===== src/design/wbps_pkg.sv =====
// ----------------------------------------------------------------------------
// Wildcard byte pattern scanner package
// Shared constants, types and register codes for the scanner blocks.
// ----------------------------------------------------------------------------
package wbps_pkg;

  localparam int MAX_PATTERN  = 16;
  localparam int LEN_W        = $clog2(MAX_PATTERN + 1);
  localparam int OFFSET_BITS  = 32;
  localparam int START_W      = 32;
  localparam int MATCH_W      = 8;
  localparam int CFG_DATA_W   = 64;
  localparam int CFG_IDX_W    = 2;
  localparam int QUEUE_DEPTH  = 2;
  localparam int QPTR_W       = $clog2(QUEUE_DEPTH);
  localparam int QCNT_W       = $clog2(QUEUE_DEPTH + 1);
  localparam logic [7:0] WILDCARD_BYTE = 8'h3F;

  typedef enum logic [CFG_IDX_W-1:0] {
    REG_PAT_LOW  = 2'd0,
    REG_PAT_HIGH = 2'd1,
    REG_PAT_LEN  = 2'd2,
    REG_WANTED   = 2'd3
  } reg_idx_t;

  typedef logic [MAX_PATTERN-1:0] hits_t;

  // Classified byte: which pattern positions accept it, plus the end flag
  typedef struct packed {
    hits_t mask;
    logic  last;
  } scan_item_t;

  typedef struct packed {
    logic [MAX_PATTERN-1:0][7:0] pat;
    logic [LEN_W-1:0]            len;
    logic [MATCH_W-1:0]          wanted;
  } scan_cfg_t;

  typedef struct packed {
    logic       valid;
    scan_item_t item;
  } queue_push_t;

endpackage


===== src/design/wbps_ifs.sv =====
// ----------------------------------------------------------------------------
// Wildcard byte pattern scanner channels
// Valid/ready channels for input bytes, results and register writes.
// ----------------------------------------------------------------------------
interface wbps_in_if;
  logic       valid;
  logic       ready;
  logic [7:0] data_byte;
  logic       region_end;

  modport source (output valid, output data_byte, output region_end, input ready);
  modport sink   (input valid, input data_byte, input region_end, output ready);
endinterface

interface wbps_out_if;
  logic        valid;
  logic        ready;
  logic        found;
  logic [31:0] start_offset;

  modport source (output valid, output found, output start_offset, input ready);
  modport sink   (input valid, input found, input start_offset, output ready);
endinterface

interface wbps_cfg_if;
  logic        valid;
  logic        ready;
  logic [1:0]  index;
  logic [63:0] data;

  modport source (output valid, output index, output data, input ready);
  modport sink   (input valid, input index, input data, output ready);
endinterface


===== src/design/wildcard_byte_pattern_scanner_unit.sv =====
// ----------------------------------------------------------------------------
// Wildcard byte pattern scanner
// A result word is registered in the back end after its byte's classified word leaves the queue.
// Throughput: one byte per cycle while the queue has room; the shift-and update sets the rate.
// A two-entry queue keeps bytes flowing while a result waits on the output.
// Reset (synchronous, active low) clears registers, match state and the queue.
// ----------------------------------------------------------------------------
module wildcard_byte_pattern_scanner_unit
  import wbps_pkg::*;
(
  input  logic       clk,
  input  logic       rst_n,
  wbps_in_if.sink    in_bus,
  wbps_out_if.source out_bus,
  wbps_cfg_if.sink   cfg_bus
);

  scan_cfg_t   cfg;
  queue_push_t push;
  logic        queue_ready;
  logic        item_valid;
  scan_item_t  item;
  logic        pop;

  wbps_cfg_regs u_cfg (
    .clk     (clk),
    .rst_n   (rst_n),
    .cfg_bus (cfg_bus),
    .cfg     (cfg)
  );

  wbps_front u_front (
    .in_bus      (in_bus),
    .cfg         (cfg),
    .queue_ready (queue_ready),
    .push        (push)
  );

  wbps_queue u_queue (
    .clk        (clk),
    .rst_n      (rst_n),
    .push       (push),
    .push_ready (queue_ready),
    .pop_valid  (item_valid),
    .pop_item   (item),
    .pop        (pop)
  );

  wbps_back u_back (
    .clk        (clk),
    .rst_n      (rst_n),
    .cfg        (cfg),
    .item_valid (item_valid),
    .item       (item),
    .pop        (pop),
    .out_bus    (out_bus)
  );

endmodule


===== src/design/wbps_cfg_regs.sv =====
// ----------------------------------------------------------------------------
// Scanner configuration registers
// Holds the pattern, its length (clamped) and the wanted match number.
// ----------------------------------------------------------------------------
module wbps_cfg_regs
  import wbps_pkg::*;
(
  input  logic       clk,
  input  logic       rst_n,
  wbps_cfg_if.sink   cfg_bus,
  output scan_cfg_t  cfg
);

  logic [CFG_DATA_W-1:0] pat_low_r, pat_low_nxt;
  logic [CFG_DATA_W-1:0] pat_high_r, pat_high_nxt;
  logic [LEN_W-1:0]      len_r, len_nxt;
  logic [MATCH_W-1:0]    wanted_r, wanted_nxt;
  logic [4:0]            len_wr;
  logic                  wr_en;

  assign cfg_bus.ready = 1'b1;
  assign wr_en         = cfg_bus.valid && cfg_bus.ready;
  assign len_wr        = cfg_bus.data[4:0];

  always_comb begin
    pat_low_nxt  = pat_low_r;
    pat_high_nxt = pat_high_r;
    len_nxt      = len_r;
    wanted_nxt   = wanted_r;
    if (wr_en) begin
      unique case (cfg_bus.index)
        REG_PAT_LOW:  pat_low_nxt  = cfg_bus.data;
        REG_PAT_HIGH: pat_high_nxt = cfg_bus.data;
        // store the length already clamped to the pattern size
        REG_PAT_LEN:  len_nxt = (len_wr > 5'(MAX_PATTERN)) ? LEN_W'(MAX_PATTERN)
                                                          : LEN_W'(len_wr);
        REG_WANTED:   wanted_nxt   = cfg_bus.data[MATCH_W-1:0];
        default: ;
      endcase
    end
  end

  always_ff @(posedge clk) begin
    if (!rst_n) begin
      pat_low_r  <= '0;
      pat_high_r <= '0;
      len_r      <= '0;
      wanted_r   <= '0;
    end else begin
      pat_low_r  <= pat_low_nxt;
      pat_high_r <= pat_high_nxt;
      len_r      <= len_nxt;
      wanted_r   <= wanted_nxt;
    end
  end

  assign cfg.pat    = {pat_high_r, pat_low_r};
  assign cfg.len    = len_r;
  assign cfg.wanted = wanted_r;

endmodule


===== src/design/wbps_front.sv =====
// ----------------------------------------------------------------------------
// Scanner front end
// Accepts bytes and classifies each against every pattern position.
// ----------------------------------------------------------------------------
module wbps_front
  import wbps_pkg::*;
(
  wbps_in_if.sink     in_bus,
  input  scan_cfg_t   cfg,
  input  logic        queue_ready,
  output queue_push_t push
);

  hits_t mask;

  always_comb begin
    for (int i = 0; i < MAX_PATTERN; i++) begin
      mask[i] = ((cfg.pat[i] == WILDCARD_BYTE) || (cfg.pat[i] == in_bus.data_byte))
                && (LEN_W'(i) < cfg.len);
    end
  end

  assign in_bus.ready   = queue_ready;
  assign push.valid     = in_bus.valid && queue_ready;
  assign push.item.mask = mask;
  assign push.item.last = in_bus.region_end;

endmodule


===== src/design/wbps_queue.sv =====
// ----------------------------------------------------------------------------
// Scanner item queue
// Short FIFO of classified words between the front and back ends.
// ----------------------------------------------------------------------------
module wbps_queue
  import wbps_pkg::*;
(
  input  logic        clk,
  input  logic        rst_n,
  input  queue_push_t push,
  output logic        push_ready,
  output logic        pop_valid,
  output scan_item_t  pop_item,
  input  logic        pop
);

  scan_item_t        entry_r [QUEUE_DEPTH];
  logic [QPTR_W-1:0] wr_ptr_r, wr_ptr_nxt;
  logic [QPTR_W-1:0] rd_ptr_r, rd_ptr_nxt;
  logic [QCNT_W-1:0] count_r, count_nxt;
  logic              do_push, do_pop;

  assign push_ready = (count_r != QCNT_W'(QUEUE_DEPTH));
  assign pop_valid  = (count_r != '0);
  assign pop_item   = entry_r[rd_ptr_r];
  assign do_push    = push.valid && push_ready;
  assign do_pop     = pop && pop_valid;

  always_comb begin
    wr_ptr_nxt = do_push ? wr_ptr_r + 1'b1 : wr_ptr_r;
    rd_ptr_nxt = do_pop  ? rd_ptr_r + 1'b1 : rd_ptr_r;
    count_nxt  = count_r + QCNT_W'(do_push) - QCNT_W'(do_pop);
  end

  always_ff @(posedge clk) begin
    if (!rst_n) begin
      wr_ptr_r <= '0;
      rd_ptr_r <= '0;
      count_r  <= '0;
    end else begin
      wr_ptr_r <= wr_ptr_nxt;
      rd_ptr_r <= rd_ptr_nxt;
      count_r  <= count_nxt;
    end
  end

  always_ff @(posedge clk) begin
    if (do_push) begin
      entry_r[wr_ptr_r] <= push.item;
    end
  end

endmodule


===== src/design/wbps_back.sv =====
// ----------------------------------------------------------------------------
// Scanner back end
// Runs the shift-and match, counts matches and registers the result word.
// ----------------------------------------------------------------------------
module wbps_back
  import wbps_pkg::*;
(
  input  logic       clk,
  input  logic       rst_n,
  input  scan_cfg_t  cfg,
  input  logic       item_valid,
  input  scan_item_t item,
  output logic       pop,
  wbps_out_if.source out_bus
);

  hits_t                  hits_r, hits_nxt;
  logic [OFFSET_BITS-1:0] offset_r, offset_nxt;
  logic [MATCH_W-1:0]     seen_r, seen_nxt;
  logic                   reported_r, reported_nxt;
  logic                   out_valid_r;
  logic                   found_r, found_nxt;
  logic [START_W-1:0]     start_r, start_nxt;
  hits_t                  shifted;
  logic                   hit;
  logic                   emit;
  logic                   out_free;
  logic [OFFSET_BITS-1:0] start_full;
  logic [LEN_W-1:0]       len_m1;

  assign shifted    = {hits_r[MAX_PATTERN-2:0], 1'b1} & item.mask;
  assign len_m1     = cfg.len - 1'b1;
  assign hit        = (cfg.len != '0) && shifted[len_m1[$clog2(MAX_PATTERN)-1:0]];
  assign start_full = offset_r - OFFSET_BITS'(cfg.len) + 1'b1;
  assign out_free   = !out_valid_r || out_bus.ready;

  always_comb begin
    hits_nxt     = hits_r;
    seen_nxt     = seen_r;
    reported_nxt = reported_r;
    emit         = 1'b0;
    found_nxt    = 1'b0;
    start_nxt    = '0;
    if (!reported_r) begin
      if (cfg.len != '0) begin
        hits_nxt = shifted;
        if (hit) begin
          // restart after a full match: no overlap
          hits_nxt = '0;
          if (seen_r == cfg.wanted) begin
            emit         = 1'b1;
            found_nxt    = 1'b1;
            start_nxt    = start_full[START_W-1:0];
            reported_nxt = 1'b1;
          end else if (seen_r != '1) begin
            seen_nxt = seen_r + 1'b1;
          end
        end
      end else begin
        hits_nxt = '0;
      end
      if (item.last && !reported_nxt) begin
        emit = 1'b1;
      end
    end
    offset_nxt = offset_r + 1'b1;
    if (item.last) begin
      hits_nxt     = '0;
      offset_nxt   = '0;
      seen_nxt     = '0;
      reported_nxt = 1'b0;
    end
  end

  // words without a result advance even while the output is stalled
  assign pop = item_valid && (!emit || out_free);

  always_ff @(posedge clk) begin
    if (!rst_n) begin
      hits_r      <= '0;
      offset_r    <= '0;
      seen_r      <= '0;
      reported_r  <= 1'b0;
      out_valid_r <= 1'b0;
    end else begin
      if (pop) begin
        hits_r     <= hits_nxt;
        offset_r   <= offset_nxt;
        seen_r     <= seen_nxt;
        reported_r <= reported_nxt;
      end
      if (pop && emit) begin
        out_valid_r <= 1'b1;
      end else if (out_bus.ready) begin
        out_valid_r <= 1'b0;
      end
    end
  end

  always_ff @(posedge clk) begin
    if (pop && emit) begin
      found_r <= found_nxt;
      start_r <= start_nxt;
    end
  end

  assign out_bus.valid        = out_valid_r;
  assign out_bus.found        = found_r;
  assign out_bus.start_offset = start_r;

endmodule


===== src/flat_wrapper.sv =====
// flat-port wrapper written by rule: the top's interface ports become plain ports
module wildcard_byte_pattern_scanner_unit_flat import wbps_pkg::*;
  (clk, rst_n, in_bus_valid, in_bus_data_byte, in_bus_region_end, in_bus_ready, out_bus_valid, out_bus_found, out_bus_start_offset, out_bus_ready, cfg_bus_valid, cfg_bus_index, cfg_bus_data, cfg_bus_ready);
  wbps_in_if in_bus_i ();
  wbps_out_if out_bus_i ();
  wbps_cfg_if cfg_bus_i ();
  input  logic clk;
  input  logic rst_n;
  input wire logic [$bits(in_bus_i.valid)-1:0] in_bus_valid;
  input wire logic [$bits(in_bus_i.data_byte)-1:0] in_bus_data_byte;
  input wire logic [$bits(in_bus_i.region_end)-1:0] in_bus_region_end;
  output wire logic [$bits(in_bus_i.ready)-1:0] in_bus_ready;
  output wire logic [$bits(out_bus_i.valid)-1:0] out_bus_valid;
  output wire logic [$bits(out_bus_i.found)-1:0] out_bus_found;
  output wire logic [$bits(out_bus_i.start_offset)-1:0] out_bus_start_offset;
  input wire logic [$bits(out_bus_i.ready)-1:0] out_bus_ready;
  input wire logic [$bits(cfg_bus_i.valid)-1:0] cfg_bus_valid;
  input wire logic [$bits(cfg_bus_i.index)-1:0] cfg_bus_index;
  input wire logic [$bits(cfg_bus_i.data)-1:0] cfg_bus_data;
  output wire logic [$bits(cfg_bus_i.ready)-1:0] cfg_bus_ready;
  assign in_bus_i.valid = in_bus_valid;
  assign in_bus_i.data_byte = in_bus_data_byte;
  assign in_bus_i.region_end = in_bus_region_end;
  assign in_bus_ready = in_bus_i.ready;
  assign out_bus_valid = out_bus_i.valid;
  assign out_bus_found = out_bus_i.found;
  assign out_bus_start_offset = out_bus_i.start_offset;
  assign out_bus_i.ready = out_bus_ready;
  assign cfg_bus_i.valid = cfg_bus_valid;
  assign cfg_bus_i.index = cfg_bus_index;
  assign cfg_bus_i.data = cfg_bus_data;
  assign cfg_bus_ready = cfg_bus_i.ready;
  wildcard_byte_pattern_scanner_unit u_core (.clk(clk), .rst_n(rst_n), .in_bus(in_bus_i), .out_bus(out_bus_i), .cfg_bus(cfg_bus_i));
endmodule

===== config.mk =====
export PLATFORM = sky130hd
export DESIGN_NAME = wildcard_byte_pattern_scanner_unit_flat
export DESIGN_NICKNAME = d
export VERILOG_FILES = /design/src/design/wbps_pkg.sv /design/src/design/wbps_ifs.sv /design/src/design/wildcard_byte_pattern_scanner_unit.sv /design/src/design/wbps_cfg_regs.sv /design/src/design/wbps_front.sv /design/src/design/wbps_queue.sv /design/src/design/wbps_back.sv /design/src/flat_wrapper.sv
export SDC_FILE = /design/constraint.sdc
export NUM_CORES = 1
export LEC_CHECK = 0
export ABC_AREA = 1
export BUFFER_PORTS_ARGS = -buffer_cell sky130_fd_sc_hd__buf_2
export CORE_ASPECT_RATIO = 0.8
export CORE_MARGIN = 2
export CORE_UTILIZATION = 30
export CTS_BUF_LIST = sky130_fd_sc_hd__clkbuf_16
export DETAILED_ROUTE_END_ITERATION = 8
export PLACE_DENSITY = 0.51
export RECOVER_POWER = 100
export SLEW_MARGIN = 20
export SYNTH_ARGS = -nofsm -noshare
export SYNTH_HDL_FRONTEND = slang
export SYNTH_SLANG_ARGS = --single-unit

===== constraint.sdc =====
create_clock -name clk -period 2.8 [get_ports clk]
set_input_delay 0.28 -clock clk [delete_from_list [all_inputs] [get_ports clk]]
set_output_delay 0.28 -clock clk [all_outputs]
set_load 0.01 [all_outputs]

==> results.txt <==
In the final routed layout, each cell accounts on average for 16.7 um. The die is 205 um tall. Reg-to-reg startpoint: u_core.u_cfg.len_r[1]. Across the run, the number of max-cap violations was 3. In this run the tightest slew margin relative to its limit is -37.0%. By area the synthesized netlist is led by sky130_fd_sc_hd__dfxtp_1 (27%), sky130_fd_sc_hd__edfxtp_1 (13%), sky130_fd_sc_hd__nand2_1 (8.8%), sky130_fd_sc_hd__nor2_1 (7.2%), sky130_fd_sc_hd__o21ai_0 (5.9%). 0 antenna diodes ended up in the layout. The detail route stage leaves a number of antenna-violating nets equal to 0. In this run the power density over the cells is 629 nW/um^2.

DRC marker count from the first detailed-route iteration: 1,181. TritonCTS built the clock tree. STA classifies the critical path endpoint as a register. The clock drives 270 sinks. The logs give 30.4% for the initial cell density of the core and 40.3% for the share of total power in sequential cells. The sequential share of the synthesized area is 40.2%, and the number of levels the H-tree was split into is 2. The run finished, with violations left. Synthesis produced 2,047 cells.

The tools report the maximum number of pins on one net before global-route repair as 81. Number of hold violations in the final report: 0. Number of enable flip-flop cells after synthesis: 67. The per-instance average area after synthesis works out to 7.38 um^2.

For the top-level port count, the log shows 116. Among all cell types in the netlist, the one instantiated most often is sky130_fd_sc_hd__nand2_1. Based on the critical path, the design can be clocked at up to 375 MHz. The maximum vdd ir drop was 0.440 mV.

The root cell of the clock tree is sky130_fd_sc_hd__clkbuf_16. The period utilization was 95.3%; the combinational cell fraction of total power was 24.0%. The class of the tightest hold or removal check is in -> reg. With fillers left out, the area of the finished cells amounts to 18,300 um^2. The largest fanout on the critical path came out at 5. Setup repair after global routing could not meet its margin everywhere. Cell internal power was estimated by the tool at 0.00775 W. The worst hold path terminates at u_core.u_cfg.pat_low_r[49]. The number of vias per cell after detailed routing was 4.90; the transition time at the pin with the least slew margin was 2.05 ns. For flop-to-flop paths, the worst setup slack is 0.13 ns.

The tools report the floorplan row count as 73. Synthesis produced a netlist with a net count of 2,194. The run gives 0.893 as the placer congestion estimate.

Of the total power, the clock network draws 35.6%. After clock tree synthesis, the clock-pin slew on the worst setup and hold paths is 0.06 ns. The arrival time at the worst endpoint came out at 3.08 ns. The switching power as a share of total power is 32.8%. The commonest cells after synthesis are sky130_fd_sc_hd__nand2_1 (354), sky130_fd_sc_hd__nor2_1 (289), sky130_fd_sc_hd__dfxtp_1 (203). Wires add up to 49.2 mm. Number of port buffers: 114. TritonCTS created 34 clock buffers. First-pass GRT wire length: 76.8 mm.

The final route contains 14,385 vias. After synthesis, the share of flip-flops with an asynchronous set or reset is 0%. Measured along the x axis, the die boundary spans 255 um.

Number of nets in the layout: 2,385. Summing all placed instances gives a cell area of 16,800 um^2. Summing internal, switching and leakage power gives 0.0115 W. The shortest clock period the worst path allows after layout is 2.67 ns, and the number of buffers between clock root and the deepest sink is 3.

The tools report the final instance count without filler cells as 2,936. Across every metal layer, demand over resource in global routing totals 18.8%. The analysis attributes to net switching a power of 0.00378 W.

The count of pins over their slew limit was 170; the first-pass detailed-route iteration total was 5. For the worst flop-to-flop path, the logic depth is 18. The area growth from synthesis to layout is 21.3%. The netlist area before placement was 15,100 um^2; the post-synthesis register bit count was 270.

The data required time at the worst endpoint was 3.22 ns; the worst hold path stage count was 3. The number of antenna violations at the first check in global routing is 1. The run gives 52,200 um^2 as the floorplan die area. Critical setup path kind: reg -> reg. Including well taps, the total number of placed cells is 2,830. Launching element type of the critical path: a register. The half-perimeter wire length after placement was 35.1 mm. The checks that failed: max-capacitance violations, max-slew violations.

The clock latency on the worst-skew pair is 0.55 ns, and the top cell type's share of synthesized area is 26.9%. The distinct cell type count after synthesis came out at 56. The startpoint identified for the worst hold timing path is cfg_bus_data[49]. Of the cells placed in the final design, the portion with a size suffix greater than 1 is 12.6%.

The core region is 49,700 um^2. The leakage dissipation came out at 7.64 nW. For this run, the leading register cell type out of synthesis is sky130_fd_sc_hd__dfxtp_1.

Of all cell types, the one taking the most synthesized area is sky130_fd_sc_hd__dfxtp_1. The number of global-route vias before repair was 13,569; the placement-stage worst setup slack was -0.0818 ns. In the routed design, unresolved DRC markers number 0. The worst register-to-register path ends at u_core.u_queue.count_r[1]. After layout, the worst setup slack is 0.130 ns. Between clock sinks in the finished design, the worst skew comes to 0.0280 ns. The total overflow left after global routing is 0. The tools report the final count of negative-setup-slack endpoints as 0.

Yosys printed 0 warnings.
## critical path, cell delays in order, from the launching register on
cell and delay (ns):
sky130_fd_sc_hd__dfxtp_2 0.34, sky130_fd_sc_hd__buf_6 0.13, sky130_fd_sc_hd__inv_2 0.13, sky130_fd_sc_hd__nand2_1 0.13, sky130_fd_sc_hd__o21ai_2 0.15, sky130_fd_sc_hd__and2_1 0.19
sky130_fd_sc_hd__inv_1 0.06, sky130_fd_sc_hd__nand3_2 0.08, sky130_fd_sc_hd__nand3_2 0.09, sky130_fd_sc_hd__nand2_2 0.10, sky130_fd_sc_hd__nand3_4 0.10, sky130_fd_sc_hd__nand2_4 0.10
sky130_fd_sc_hd__inv_2 0.04, sky130_fd_sc_hd__ha_1 0.26, sky130_fd_sc_hd__inv_1 0.04, sky130_fd_sc_hd__ha_1 0.18, sky130_fd_sc_hd__xor2_1 0.21, sky130_fd_sc_hd__buf_4 0.14
sky130_fd_sc_hd__a21oi_1 0.05
## routing by layer
metal	wire length, um	vias up	global-route usage (%)
met4	934	2	4.72
met3	2890	64	3.62
met5	8	-	0
met1	25300	6771	28.4
li1	-	7180	-
met2	20000	368	27.0
## power by group through the flow
stage               Combinational, W  Clock, W  Sequential, W
global route                 0.00309   0.00440        0.00469
detailed placement           0.00267         0        0.00472
floorplan                    0.00162         0        0.00477
finish                       0.00277   0.00410        0.00465
global placement             0.00264         0        0.00471
CTS                          0.00275   0.00422        0.00464
## per-stage QoR
stage / setup TNS [ns] / utilization [%] / hold WS, ns
2_1_floorplan: 0 / - / 0.379
3_3_place_gp: -0.152 / 33.8 / 0.437
3_5_place_dp: -0.215 / 33.8 / 0.456
4_1_cts: 0 / 36.8 / 0.00217
5_1_grt: -0.118 / 36.9 / 0.0249
6_report: 0 / 36.9 / 0.0285
## sequential cells by signal, summed over array words and instances, names as in the netlist, named ones only
register and flops:
u_core.u_back.out_bus.start_offset 32, u_core.u_queue.entry_r 34, u_core.u_cfg.len_r 5, u_core.u_back.out_bus.valid 1, u_core.u_queue.count_r 2, u_core.u_back.offset_r 32
u_core.u_queue.wr_ptr_r 1, u_core.u_back.reported_r 1, u_core.u_back.hits_r 15, u_core.u_cfg.pat_low_r 64, u_core.u_queue.rd_ptr_r 1, u_core.u_back.out_bus.found 1
u_core.u_cfg.wanted_r 8, u_core.u_cfg.pat_high_r 64, u_core.u_back.seen_r 8
## cells in the final DEF (no fill, tap or decap), types with 5 or more instances in the layout
cell type,instances
sky130_fd_sc_hd__dfxtp_1,201
sky130_fd_sc_hd__o21a_1,6
sky130_fd_sc_hd__a221oi_1,5
sky130_fd_sc_hd__a21oi_1,160
sky130_fd_sc_hd__a21o_1,5
sky130_fd_sc_hd__nand2_1,351
sky130_fd_sc_hd__buf_2,74
sky130_fd_sc_hd__nand3_1,106
sky130_fd_sc_hd__inv_1,196
sky130_fd_sc_hd__clkbuf_16,35
sky130_fd_sc_hd__nand3_2,8
sky130_fd_sc_hd__o21ai_2,5
sky130_fd_sc_hd__nor2_1,289
sky130_fd_sc_hd__edfxtp_1,67
sky130_fd_sc_hd__nor3_1,28
sky130_fd_sc_hd__or2_2,34
sky130_fd_sc_hd__clkbuf_1,47
sky130_fd_sc_hd__nand4_1,54
sky130_fd_sc_hd__or4_1,7
sky130_fd_sc_hd__o21ai_0,172
sky130_fd_sc_hd__dlygate4sd3_1,42
sky130_fd_sc_hd__buf_4,72
sky130_fd_sc_hd__xor2_1,55
sky130_fd_sc_hd__o21ai_1,8
sky130_fd_sc_hd__inv_2,11
sky130_fd_sc_hd__xnor2_1,45
sky130_fd_sc_hd__ha_1,62
sky130_fd_sc_hd__clkinv_2,6
sky130_fd_sc_hd__clkinv_1,9
sky130_fd_sc_hd__nor4_1,25
## logic make-up after synthesis
| logic type | Yosys count | synth area share, % |
|---|---|---|
| fa+ha+maj | 67 | 5.60 |
| flops | 270 | 40.2 |
| simple gates | 924 | 26.8 |
| buf+inv | 291 | 7.66 |
| compound gates | 393 | 13.9 |
| other cells | 1 | 0.0248 |
| xor+xnor | 101 | 5.85 |
## layout make-up
type	count	area (um^2)
Fill cell	5294	31400
Multi-Input combinational cell	1486	8030
Sequential cell	270	6080
Timing Repair Buffer	244	1610
Clock buffer	35	876
Tap cell	675	845
Inverter	202	758
Clock inverter	24	139
## repair_timing
item | 4_1_cts | 5_1_grt
gates resized for setup | 10 | 36
setup endpoints to repair | 7 | 24
pin swaps | 6 | 14
setup buffers | 0 | 5
hold buffers | 42 | 0
endpoints found under the hold margin | 71 | 0
## worst max-delay path by stage
stage                                          from                                      to  slack, ns
final                         u_core.u_cfg.len_r[1]               u_core.u_queue.count_r[1]       0.13
after global routing          u_core.u_cfg.len_r[3]  u_core.u_back.out_bus.start_offset[20]      -0.04
after CTS                 u_core.u_back.offset_r[1]  u_core.u_back.out_bus.start_offset[27]       0.01
after global placement    u_core.u_back.offset_r[1]  u_core.u_back.out_bus.start_offset[31]      -0.08
after detailed placement  u_core.u_back.offset_r[1]  u_core.u_back.out_bus.start_offset[31]      -0.08
after floorplan               u_core.u_cfg.len_r[2]  u_core.u_back.out_bus.start_offset[31]       0.03
Power figures use the tool's default switching activity.
